`src/rtl/fssa_pkg.sv`:
```
package fssa_pkg;

    localparam int SLOTS_DEFAULT = 16;
    localparam int SLOT_W        = 4;
    localparam int STATUS_W      = 2;
    localparam int FREE_COUNT_W  = 5;

    localparam logic MODE_ALLOC  = 1'b0;
    localparam logic MODE_RETURN = 1'b1;

    typedef enum logic [STATUS_W-1:0] {
        ST_DONE  = 2'd0,
        ST_EMPTY = 2'd1,
        ST_FULL  = 2'd2
    } t_status;

    typedef enum logic {
        S_IDLE,
        S_READ
    } t_state;

    // controller -> datapath
    typedef struct packed {
        logic push;
        logic pop;
        logic pop_load;
        logic fail;
        logic fail_full;
    } t_dp_cmd;

    // datapath -> controller
    typedef struct packed {
        logic empty;
        logic full;
        logic out_valid;
    } t_dp_stat;

endpackage

```
`src/rtl/fssa_req_if.sv`:
```
interface fssa_req_if;
    import fssa_pkg::*;

    logic              valid;
    logic              ready;
    logic              mode;
    logic [SLOT_W-1:0] returned_slot;

    modport source (output valid, output mode, output returned_slot, input ready);
    modport sink   (input valid, input mode, input returned_slot, output ready);
endinterface

```
`src/rtl/fssa_rsp_if.sv`:
```
interface fssa_rsp_if;
    import fssa_pkg::*;

    logic                    valid;
    logic                    ready;
    logic [SLOT_W-1:0]       granted_slot;
    logic [STATUS_W-1:0]     status;
    logic [FREE_COUNT_W-1:0] free_count;

    modport source (output valid, output granted_slot, output status, output free_count,
                    input ready);
    modport sink   (input valid, input granted_slot, input status, input free_count,
                    output ready);
endinterface

```
`src/rtl/fssa_ram.sv`:
```
module fssa_ram #(
    parameter int WIDTH = 4,
    parameter int DEPTH = 16,
    parameter int AW    = (DEPTH > 1) ? $clog2(DEPTH) : 1
) (
    input  logic             i_clk,
    input  logic             i_we,
    input  logic [AW-1:0]    i_waddr,
    input  logic [WIDTH-1:0] i_wdata,
    input  logic [AW-1:0]    i_raddr,
    output logic [WIDTH-1:0] o_rdata
);
    logic [WIDTH-1:0] r_mem [DEPTH];
    logic [WIDTH-1:0] r_rdata;

    always_ff @(posedge i_clk) begin
        if (i_we) begin
            r_mem[i_waddr] <= i_wdata;
        end
        r_rdata <= r_mem[i_raddr];
    end

    assign o_rdata = r_rdata;
endmodule

```
`src/rtl/fssa_ctrl.sv`:
```
module fssa_ctrl (
    input  logic               i_clk,
    input  logic               i_rst_n,
    input  logic               i_req_valid,
    input  logic               i_req_mode,
    input  logic               i_rsp_ready,
    input  fssa_pkg::t_dp_stat i_stat,
    output logic               o_req_ready,
    output fssa_pkg::t_dp_cmd  o_cmd
);
    import fssa_pkg::*;

    t_state r_state;
    t_state n_state;
    logic   accept;
    logic   out_free;

    assign out_free = !i_stat.out_valid || i_rsp_ready;

    always_ff @(posedge i_clk) begin
        if (!i_rst_n) begin
            r_state <= S_IDLE;
        end else begin
            r_state <= n_state;
        end
    end

    always_comb begin
        n_state = r_state;
        case (r_state)
            S_IDLE: begin
                if (o_cmd.pop) begin
                    n_state = S_READ;
                end
            end
            S_READ:  n_state = S_IDLE;
            default: n_state = S_IDLE;
        endcase
    end

    always_comb begin
        o_req_ready = 1'b0;
        o_cmd       = '0;
        case (r_state)
            S_IDLE: begin
                o_req_ready     = out_free;
                o_cmd.push      = accept && (i_req_mode == MODE_RETURN) && !i_stat.full;
                o_cmd.pop       = accept && (i_req_mode == MODE_ALLOC) && !i_stat.empty;
                o_cmd.fail      = accept && (((i_req_mode == MODE_ALLOC) && i_stat.empty) ||
                                             ((i_req_mode == MODE_RETURN) && i_stat.full));
                o_cmd.fail_full = (i_req_mode == MODE_RETURN);
            end
            S_READ: begin
                o_cmd.pop_load = 1'b1;
            end
            default: begin
                o_req_ready = 1'b0;
            end
        endcase
    end

    assign accept = i_req_valid && o_req_ready;

    // read wait always returns to idle in the next cycle
    a_read_one_cycle: assert property (@(posedge i_clk) disable iff (!i_rst_n)
        (r_state == S_READ) |=> (r_state == S_IDLE))
        else $error("read state held");

    // the output register must be free while the stack read is in flight
    a_read_out_free: assert property (@(posedge i_clk) disable iff (!i_rst_n)
        (r_state == S_READ) |-> !i_stat.out_valid)
        else $error("result register busy during read");

    // at most one datapath operation per cycle
    a_one_op: assert property (@(posedge i_clk) disable iff (!i_rst_n)
        $onehot0({o_cmd.push, o_cmd.pop, o_cmd.pop_load, o_cmd.fail}))
        else $error("conflicting datapath commands");
endmodule

```
`src/rtl/fssa_dp.sv`:
```
module fssa_dp #(
    parameter int SLOTS = fssa_pkg::SLOTS_DEFAULT,
    parameter int CW    = $clog2(SLOTS + 1),
    parameter int AW    = (SLOTS > 1) ? $clog2(SLOTS) : 1
) (
    input  logic                              i_clk,
    input  logic                              i_rst_n,
    input  fssa_pkg::t_dp_cmd                 i_cmd,
    input  logic [fssa_pkg::SLOT_W-1:0]       i_returned_slot,
    input  logic                              i_rsp_ready,
    output fssa_pkg::t_dp_stat                o_stat,
    output logic                              o_rsp_valid,
    output logic [fssa_pkg::SLOT_W-1:0]       o_granted_slot,
    output logic [fssa_pkg::STATUS_W-1:0]     o_status,
    output logic [fssa_pkg::FREE_COUNT_W-1:0] o_free_count
);
    import fssa_pkg::*;

    localparam logic [CW-1:0] SlotsCount = CW'(SLOTS);

    logic [CW-1:0]           r_count;
    logic [CW-1:0]           r_low;    // lowest count since reset; entries below it are untouched
    logic                    r_use_reset;
    logic [SLOT_W-1:0]       r_reset_val;
    logic                    r_out_valid;
    logic [SLOT_W-1:0]       r_out_slot;
    t_status                 r_out_status;
    logic [FREE_COUNT_W-1:0] r_out_count;

    logic [CW-1:0]     pop_pos;
    logic [SLOT_W-1:0] ram_rdata;
    logic [SLOT_W-1:0] pop_slot;

    assign pop_pos  = r_count - CW'(1);
    assign pop_slot = r_use_reset ? r_reset_val : ram_rdata;

    fssa_ram #(
        .WIDTH (SLOT_W),
        .DEPTH (SLOTS),
        .AW    (AW)
    ) u_stack (
        .i_clk   (i_clk),
        .i_we    (i_cmd.push),
        .i_waddr (AW'(r_count)),
        .i_wdata (i_returned_slot),
        .i_raddr (AW'(pop_pos)),
        .o_rdata (ram_rdata)
    );

    always_ff @(posedge i_clk) begin
        if (!i_rst_n) begin
            r_count     <= SlotsCount;
            r_low       <= SlotsCount;
            r_out_valid <= 1'b0;
        end else begin
            if (i_cmd.push) begin
                r_count <= r_count + CW'(1);
            end else if (i_cmd.pop) begin
                r_count <= pop_pos;
                if (pop_pos < r_low) begin
                    r_low <= pop_pos;
                end
            end
            if (i_cmd.push || i_cmd.fail || i_cmd.pop_load) begin
                r_out_valid <= 1'b1;
            end else if (i_rsp_ready) begin
                r_out_valid <= 1'b0;
            end
        end
    end

    always_ff @(posedge i_clk) begin
        if (i_cmd.pop) begin
            r_use_reset <= (pop_pos < r_low);
            r_reset_val <= SLOT_W'(pop_pos);
        end
        if (i_cmd.push) begin
            r_out_slot   <= '0;
            r_out_status <= ST_DONE;
            r_out_count  <= FREE_COUNT_W'(r_count + CW'(1));
        end else if (i_cmd.fail) begin
            r_out_slot   <= '0;
            r_out_status <= i_cmd.fail_full ? ST_FULL : ST_EMPTY;
            r_out_count  <= FREE_COUNT_W'(r_count);
        end else if (i_cmd.pop_load) begin
            r_out_slot   <= pop_slot;
            r_out_status <= ST_DONE;
            r_out_count  <= FREE_COUNT_W'(r_count);
        end
    end

    assign o_stat.empty     = (r_count == '0);
    assign o_stat.full      = (r_count == SlotsCount);
    assign o_stat.out_valid = r_out_valid;

    assign o_rsp_valid    = r_out_valid;
    assign o_granted_slot = r_out_slot;
    assign o_status       = r_out_status;
    assign o_free_count   = r_out_count;

    a_count_range: assert property (@(posedge i_clk) disable iff (!i_rst_n)
        r_count <= SlotsCount)
        else $error("free count out of range");

    a_low_mark: assert property (@(posedge i_clk) disable iff (!i_rst_n)
        r_low <= r_count)
        else $error("low mark above free count");

    a_push_count: assert property (@(posedge i_clk) disable iff (!i_rst_n)
        i_cmd.push |=> (r_count == $past(r_count) + CW'(1)))
        else $error("push did not grow the stack");
endmodule

```
`src/rtl/free_slot_stack_allocator_top.sv`:
```
// free slot stack allocator
// keeps a pool of SLOTS slot indices on a lifo stack of free entries.
// request channel i_req: mode 0 allocates a slot, mode 1 returns
// returned_slot to the pool. response channel o_rsp: one transfer per
// request with granted_slot, status (done, pool empty, stack full) and the
// free count after the request.
// for a return, and for an allocate refused on an empty pool, the response
// is valid the cycle after the request transfer. a granted allocate reads
// the stack memory with a registered read port and loads the response
// register from the read wait state that follows.
// one request is in work at a time; a new request is taken once the
// response register is empty or being drained in the same cycle, so returns
// and refusals go at one request per cycle while the receiver keeps up;
// a granted allocate takes no new request until its stack read is done.
// after reset all SLOTS indices are free with the highest on top; the stack
// memory needs no clearing pass, a low-water mark of the free count tells
// which entries still hold their reset index.
// if the receiver stalls, the response holds and no new request is taken.
module free_slot_stack_allocator_top #(
    parameter int SLOTS = fssa_pkg::SLOTS_DEFAULT
) (
    input  logic       i_clk,
    input  logic       i_rst_n,
    fssa_req_if.sink   i_req,
    fssa_rsp_if.source o_rsp
);
    import fssa_pkg::*;

    localparam int CW = $clog2(SLOTS + 1);
    localparam int AW = (SLOTS > 1) ? $clog2(SLOTS) : 1;

    t_dp_cmd  cmd;
    t_dp_stat stat;

    fssa_ctrl u_ctrl (
        .i_clk       (i_clk),
        .i_rst_n     (i_rst_n),
        .i_req_valid (i_req.valid),
        .i_req_mode  (i_req.mode),
        .i_rsp_ready (o_rsp.ready),
        .i_stat      (stat),
        .o_req_ready (i_req.ready),
        .o_cmd       (cmd)
    );

    fssa_dp #(
        .SLOTS (SLOTS),
        .CW    (CW),
        .AW    (AW)
    ) u_dp (
        .i_clk           (i_clk),
        .i_rst_n         (i_rst_n),
        .i_cmd           (cmd),
        .i_returned_slot (i_req.returned_slot),
        .i_rsp_ready     (o_rsp.ready),
        .o_stat          (stat),
        .o_rsp_valid     (o_rsp.valid),
        .o_granted_slot  (o_rsp.granted_slot),
        .o_status        (o_rsp.status),
        .o_free_count    (o_rsp.free_count)
    );
endmodule
```
`src/flat_wrapper.sv`:
```
// flat-port wrapper written by rule: the top's interface ports become plain ports
module free_slot_stack_allocator_top_flat import fssa_pkg::*;
#(
    parameter int SLOTS = fssa_pkg::SLOTS_DEFAULT
)
  (i_clk, i_rst_n, i_req_valid, i_req_mode, i_req_returned_slot, i_req_ready, o_rsp_valid, o_rsp_granted_slot, o_rsp_status, o_rsp_free_count, o_rsp_ready);
  fssa_req_if i_req_i ();
  fssa_rsp_if o_rsp_i ();
  input  logic i_clk;
  input  logic i_rst_n;
  input wire logic [$bits(i_req_i.valid)-1:0] i_req_valid;
  input wire logic [$bits(i_req_i.mode)-1:0] i_req_mode;
  input wire logic [$bits(i_req_i.returned_slot)-1:0] i_req_returned_slot;
  output wire logic [$bits(i_req_i.ready)-1:0] i_req_ready;
  output wire logic [$bits(o_rsp_i.valid)-1:0] o_rsp_valid;
  output wire logic [$bits(o_rsp_i.granted_slot)-1:0] o_rsp_granted_slot;
  output wire logic [$bits(o_rsp_i.status)-1:0] o_rsp_status;
  output wire logic [$bits(o_rsp_i.free_count)-1:0] o_rsp_free_count;
  input wire logic [$bits(o_rsp_i.ready)-1:0] o_rsp_ready;
  assign i_req_i.valid = i_req_valid;
  assign i_req_i.mode = i_req_mode;
  assign i_req_i.returned_slot = i_req_returned_slot;
  assign i_req_ready = i_req_i.ready;
  assign o_rsp_valid = o_rsp_i.valid;
  assign o_rsp_granted_slot = o_rsp_i.granted_slot;
  assign o_rsp_status = o_rsp_i.status;
  assign o_rsp_free_count = o_rsp_i.free_count;
  assign o_rsp_i.ready = o_rsp_ready;
  free_slot_stack_allocator_top #(.SLOTS(SLOTS)) u_core (.i_clk(i_clk), .i_rst_n(i_rst_n), .i_req(i_req_i), .o_rsp(o_rsp_i));
endmodule
```
`config.mk`:
```
export PLATFORM = sky130hd
export DESIGN_NAME = free_slot_stack_allocator_top_flat
export DESIGN_NICKNAME = d
export VERILOG_FILES = /design/src/rtl/fssa_pkg.sv /design/src/rtl/fssa_req_if.sv /design/src/rtl/fssa_rsp_if.sv /design/src/rtl/fssa_ram.sv /design/src/rtl/fssa_ctrl.sv /design/src/rtl/fssa_dp.sv /design/src/rtl/free_slot_stack_allocator_top.sv /design/src/flat_wrapper.sv
export SDC_FILE = /design/constraint.sdc
export NUM_CORES = 1
export LEC_CHECK = 0
export BUFFER_PORTS_ARGS = -buffer_cell sky130_fd_sc_hd__buf_2
export CAP_MARGIN = 40
export CORE_MARGIN = 8
export CORE_UTILIZATION = 54
export CTS_CLUSTER_SIZE = 10
export DETAILED_ROUTE_END_ITERATION = 8
export PLACE_DENSITY = 0.75
export SYNTH_ARGS = -nofsm -noshare
export SYNTH_HDL_FRONTEND = slang
export SYNTH_HIERARCHICAL = 1
export SYNTH_SLANG_ARGS = --single-unit
```
`constraint.sdc`:
```
create_clock -name i_clk -period 3.4 [get_ports i_clk]
set_input_delay 0.17 -clock i_clk [delete_from_list [all_inputs] [get_ports i_clk]]
set_output_delay 0.17 -clock i_clk [all_outputs]
set_load 0.01 [all_outputs]
```
Word-level counts from Yosys, hierarchy flattened. Memory sizes are Yosys's and may differ from the RTL's. A register that Yosys moved wholly into a read port is not among the register bits. Index checks and enable logic that the tools add are counted.

Flip-flop bits (word level): 28. Bits in latches: 0. Bits in writable memories: 64. Bits in read-only memories: 0. Input port bits: 9. Logic and storage cells: 58. Memories: 1.

Add/subtract/negate cells: 2. $mul: 0. Divide/modulo/power cells: 0. Order comparisons: 1. Equality and inequality tests: 1. Shift-type cells: 0. Muxes and demuxes: 19. Bitwise operators: 3. Reductions and logical operators: 22.

Memory list: u_core.u_dp.u_stack.r_mem (depth 16, bits a word 4, read ports 1, clocked after memory_dff 1, wr ports 1, line fssa_ram.sv:13) `logic [WIDTH-1:0] r_mem [DEPTH];`.

Operators with widths (count): $mux 5 (5); $mux 2 (5); $logic_and 1x1->1 (8); $mux 1 (7); $reduce_bool 2->1 (3); $add 5x1->5 const B (1); $eq 5x5->1 const B (1); $logic_not 5->1 (1); $lt 5x5->1 (1); $sub 5x1->5 const B (1); $logic_or 1x1->1 (4); $mux 4 (1); $logic_not 1->1 (3); $not 1->1 (3); $reduce_and 3->1 (1); $reduce_bool 3->1 (1); $pmux 1 s2 (1); $reduce_or 2->1 (1).

Depth between registers and ports, before layout.
Depth in word-level cells: 10. Gate-level depth with buffers: 10.

Hierarchy. Netlist, hierarchy kept.

By module, submodules not included: fssa_ram (instances 1, cells each 130, area an instance 2666.3 µm²); fssa_dp (instances 1, cells each 130, area an instance 1333.8 µm²); fssa_ctrl (instances 1, cells each 12, area an instance 127.6 µm²).

Worst setup path after synthesis. No wires, ideal clock.

Path type: register to register. From: reg u_core.u_dp.r_count[0]. To: reg u_core.u_dp.r_low[4]. Arrival: 3190 ps. Required time: 3279 ps. Setup slack: 89 ps. Cell stages (with the launch flop): 9. Path buffers: 0. Clock period less this slack: 3311 ps. Cells stage by stage: dfxtp_1 -> inv_1 -> ha_1 -> or3b_1 -> nor2_1 -> nor4_1 -> or2b_4 -> a311oi_4 -> mux2_4.

RTL lines: start, declared (line fssa_dp.sv:21) `logic [CW-1:0] r_count;`; start signal, assigned (line fssa_dp.sv:52) `r_count <= SlotsCount;`; start signal, assigned (line fssa_dp.sv:57) `r_count <= r_count + CW'(1);`; start signal, assigned (line fssa_dp.sv:59) `r_count <= pop_pos;`; $sub 5x1->5 (line fssa_dp.sv:34) `assign pop_pos = r_count - CW'(1);`; via u_core.u_dp.pop_pos[0] (line fssa_dp.sv:30) `logic [CW-1:0] pop_pos;`; $lt 5x5->1 (line fssa_dp.sv:60) `if (pop_pos < r_low) begin`; $reduce_and 3->1 (no line); end signal, assigned (line fssa_dp.sv:53) `r_low <= SlotsCount;`; end signal, assigned (line fssa_dp.sv:61) `r_low <= pop_pos;`; end, declared (line fssa_dp.sv:22) `logic [CW-1:0] r_low;`.

The timed path passes the listed nets, and every way through them passes these cells. A chain may end at the register's enable or synchronous reset.

==> run summary <==
The flow ran to the end, and the final reports show no timing, DRC or antenna violations. The final weighted congestion in routability-driven placement is 0.814. The cell with the largest stage delay on the worst path is or3b_2.

The detailed router placed 2,258 vias in this run. The root cell of the clock tree is clkbuf_8. The global route total overflow came out at 0. Across the VDD grid, the largest voltage drop is 0.308 mV.

The standard-cell row count is 32. In this run, distinct cell masters in the synthesized netlist total 50. By area the synthesized netlist is led by edfxtp_1 54%, dfxtp_1 11%, mux4_1 8.9%. In this run the static leakage power is 1.64 nW. The number of gates resized after CTS is 0.

Buffers added to address setup during post-CTS repair amount to 0. The total non-filler cell area in the finished layout came out at 4540 sq um. Among all flip-flop cells after synthesis, the most frequent one is edfxtp_1.

Of all flip-flops after synthesis, the portion carrying an async set or reset was 0%. The starting density of the core is 54.5%. The net count of the finished layout is 318.

The top fanout value on the critical path is 11. The wire length of the first global-routing pass is 11.4 mm. The final standard cell utilization of the core came out at 60.0%.

The repair_antennas step left the layout with diodes totalling 0. The die outline area is 10,700 sq um. The width of the die came out at 103 um. The per-cell via count in the routed design is 5.53. Setup violations remaining at the end of the flow were counted as 0.

For this design the ratio of total power to cell area is 635 nW/um^2. Summing all multi-input logic gate instances after layout gives 1330 sq um. Entering global routing, the biggest net connects 22 pins. The start-to-end type of the worst setup path is flop to flop.

The first routing iteration left 99 violations. Counting the buffers created by CTS gives 9. Across all register-to-register paths, the minimum setup slack is 0.65 ns. The endpoint identified for the worst register-to-register timing path is u_core/u_dp/u_stack/r_mem[0][2]. The portion of synthesized cell area occupied by the leading cell type is 53.8%.

The startpoint identified for the worst hold timing path is i_req_mode. Summed over all instances, the cell type with the most area after synthesis is edfxtp_1. The tightest hold margin came out at 0.0417 ns. Timing would allow up to 363 MHz. Synthesis produced a netlist whose cell count is 272. The initial antenna violation count came out at 0.

The H-tree depth came out at 3. The met1 layer usage reported by global route came out at 16.7%. During synthesis, Yosys emitted a total of 6 warnings. The number of flops mapped to enable cells by yosys came out at 74. The average instance area after synthesis is 15.2 sq um. The kind of start point of the critical path is a flop. The arrival time of data at the critical path endpoint is 2.76 ns. The post-synthesis net count came out at 289.

For hold timing, the worst endpoint is u_core/u_ctrl/r_state. The required time at the worst-slack endpoint is 3.41 ns. The area of the core region is 7570 sq um. The startpoint identified for the worst register-to-register timing path is u_core/u_dp/r_count[0]. TritonCTS built the clock tree. The area growth from synthesis to layout is 10.0%. In the global route stage, met2 resource usage came out at 25.3%.

The number of routed nets with antenna violations came out at 0. The signal on the critical path passes through inv_1, ha_1, or3b_1, nor2_1, nor4b_2, buf_4, or3b_2, nor3_1. The number of maximum-capacitance constraint violations is 0.

The final max-slew violation count is 0. The I/O pin total is 22. The design draws 2.88 mW. The worst setup path is captured at a flop. Wires add up to 7.37 mm. Counting flops and latches in the post-synthesis netlist gives 96. The tightest slew margin relative to the limit came out at 63.2%.

The latest clock arrival within the worst-skew pair came out at 0.36 ns. The slew at the pin closest to its max-slew limit came out at 0.548 ns. The routing usage on met3 came out at 4.42%. The kind of path behind the tightest hold check is input pin to flop. The DRC violations left came out at 0. Across the whole layout, storage elements account for 2660 sq um. The port buffer count is 21. The deepest clock path buffer count came out at 2. The count of non-filler cells in the finished layout came out at 408. The number of sinks on the clock net came out at 96. At the placement stage, the worst setup path has a slack of 0.645 ns. After detailed routing, the average wire length per cell comes to 18.1 um. The post-route netlist has 20.3% of its cells at a drive strength greater than 1. The final-layout fill cell count came out at 578. The global-route layer with the greatest usage is met2.

The worst hold path stage count is 2. On the worst path, the slowest cell contributes a delay of 0.51 ns. The share of the cycle needed by the critical path after routing came out at 81.0%. The number of buffers inserted for hold repair after clock tree synthesis came out at 0.

The worst clock skew came out at 0.0100 ns. The worst path in the final design needs a cycle of 2.75 ns, including I/O delays and setup. The HPWL after detailed placement is 5.21 mm.

The clock-pin slew of the registers on the worst-case setup and hold paths came out at 0.09 ns. The post-route worst setup slack is 0.647 ns. The sum of negative setup slack is 0 ns. The number of global-route vias before repair is 2,275. The first detailed-routing pass ran for 4 iterations. The instance count after placement with tap cells included is 392. The share of the Yosys chip area taken by registers is 64.5%.

The vertical die dimension is 103 um. The hold violation total from the final report came out at 0. The depth of the worst register-to-register path is 8. The cell area after placement came out at 4350 sq um. Setup repair after global routing left no endpoint under its margin. In the global route stage, overall resource usage came out at 14.7%.

In this run the cell area of the synthesized design comes to 4130 sq um.
how the worst max path moves through the flow:
stage / end / slack, ns / startpoint
after floorplan: u_core/u_dp/r_low[4] / 0.09 / u_core/u_dp/r_count[0]
after global placement: u_core/u_dp/u_stack/r_mem[0][1] / 0.76 / u_core/u_dp/r_count[0]
after detailed placement: u_core/u_dp/u_stack/r_mem[0][2] / 0.64 / u_core/u_dp/r_count[0]
after CTS: u_core/u_dp/u_stack/r_mem[0][2] / 0.63 / u_core/u_dp/r_count[0]
after global routing: u_core/u_dp/u_stack/r_mem[0][2] / 0.47 / u_core/u_dp/r_count[0]
final: u_core/u_dp/u_stack/r_mem[0][2] / 0.65 / u_core/u_dp/r_count[0]
cell families (layout without fill, tap and decap cells):
| family | after synthesis | after routing | synth area share, % |
|---|---|---|---|
| flip-flops | 96 | 96 | 64.5 |
| AND/OR/NAND/NOR | 86 | 86 | 11.1 |
| multiplexers | 26 | 26 | 12.5 |
| buffers and inverters | 25 | 59 | 3.18 |
| AO/OA/AOI/OAI | 22 | 22 | 4.30 |
| XOR/XNOR | 9 | 9 | 1.91 |
| adder cells (fa/ha/maj) | 8 | 8 | 2.43 |
flip-flops by register name, indices dropped and copies added (netlist names):
name / flops
u_core/u_ctrl/r_state: 1
u_core/u_dp/o_rsp_valid: 1
u_core/u_dp/o_granted_slot: 4
u_core/u_dp/u_stack/o_rdata: 4
u_core/u_dp/r_reset_val: 4
u_core/u_dp/o_free_count: 5
u_core/u_dp/o_status: 2
u_core/u_dp/u_stack/r_mem: 64
u_core/u_dp/r_use_reset: 1
u_core/u_dp/r_count: 5
u_core/u_dp/r_low: 5
cell usage in the layout, fill, tap and decap left out, drive strengths merged, types with 2 or more instances in the layout:
master    count
a2111oi       4
a21oi         4
a22oi         4
buf          32
clkbuf        9
clkinv        2
clkinvlp      2
dfxtp        22
edfxtp       74
ha            8
inv          14
mux2i         9
mux4         16
nand2        20
nand2b        4
nand3         9
nand3b        3
nand4         2
nor2         25
nor2b         4
nor3          7
nor3b         2
nor4          2
o21ai         2
or3b          2
xnor2         7
xor2          2
cells in the mapped netlist (all sizes together) (7+ instances only):
cell and number:
buf 7, edfxtp 74, inv 11, nand3 9
nor2 25, mux2i 9, ha 8, clkbuf 7
nor3 7, xnor2 7, mux4 16, nand2 20
dfxtp 22
cell type report:
cell class	instances	area share [%]
well taps	102	2.81
inverters	11	0.909
clock inverters	7	1.43
multi-input cells	151	29.4
flip-flops and latches	96	58.6
repair buffers	32	4.13
clock buffers	9	2.73
routing by layer:
layer / vias up / wire, um
met5: - / 0
met4: 0 / 131
met3: 10 / 427
met2: 61 / 3690
met1: 1098 / 3120
li1: 1089 / -
worst max-delay path: cells and delay by family, from the launching register on:
kind | cells | cell delay [ns]
AND/OR/NAND/NOR | 5 | 1.55
adder cells (fa/ha/maj) | 1 | 0.23
buffers and inverters | 2 | 0.28
flip-flops | 1 | 0.35
where the power goes:
part           internal, mW  total (mW)  switching (mW)
clock network         0.280       0.688           0.407
registers              1.39        1.45          0.0564
logic                 0.324       0.750           0.426
No activity file was read; power rests on OpenSTA's default activity.
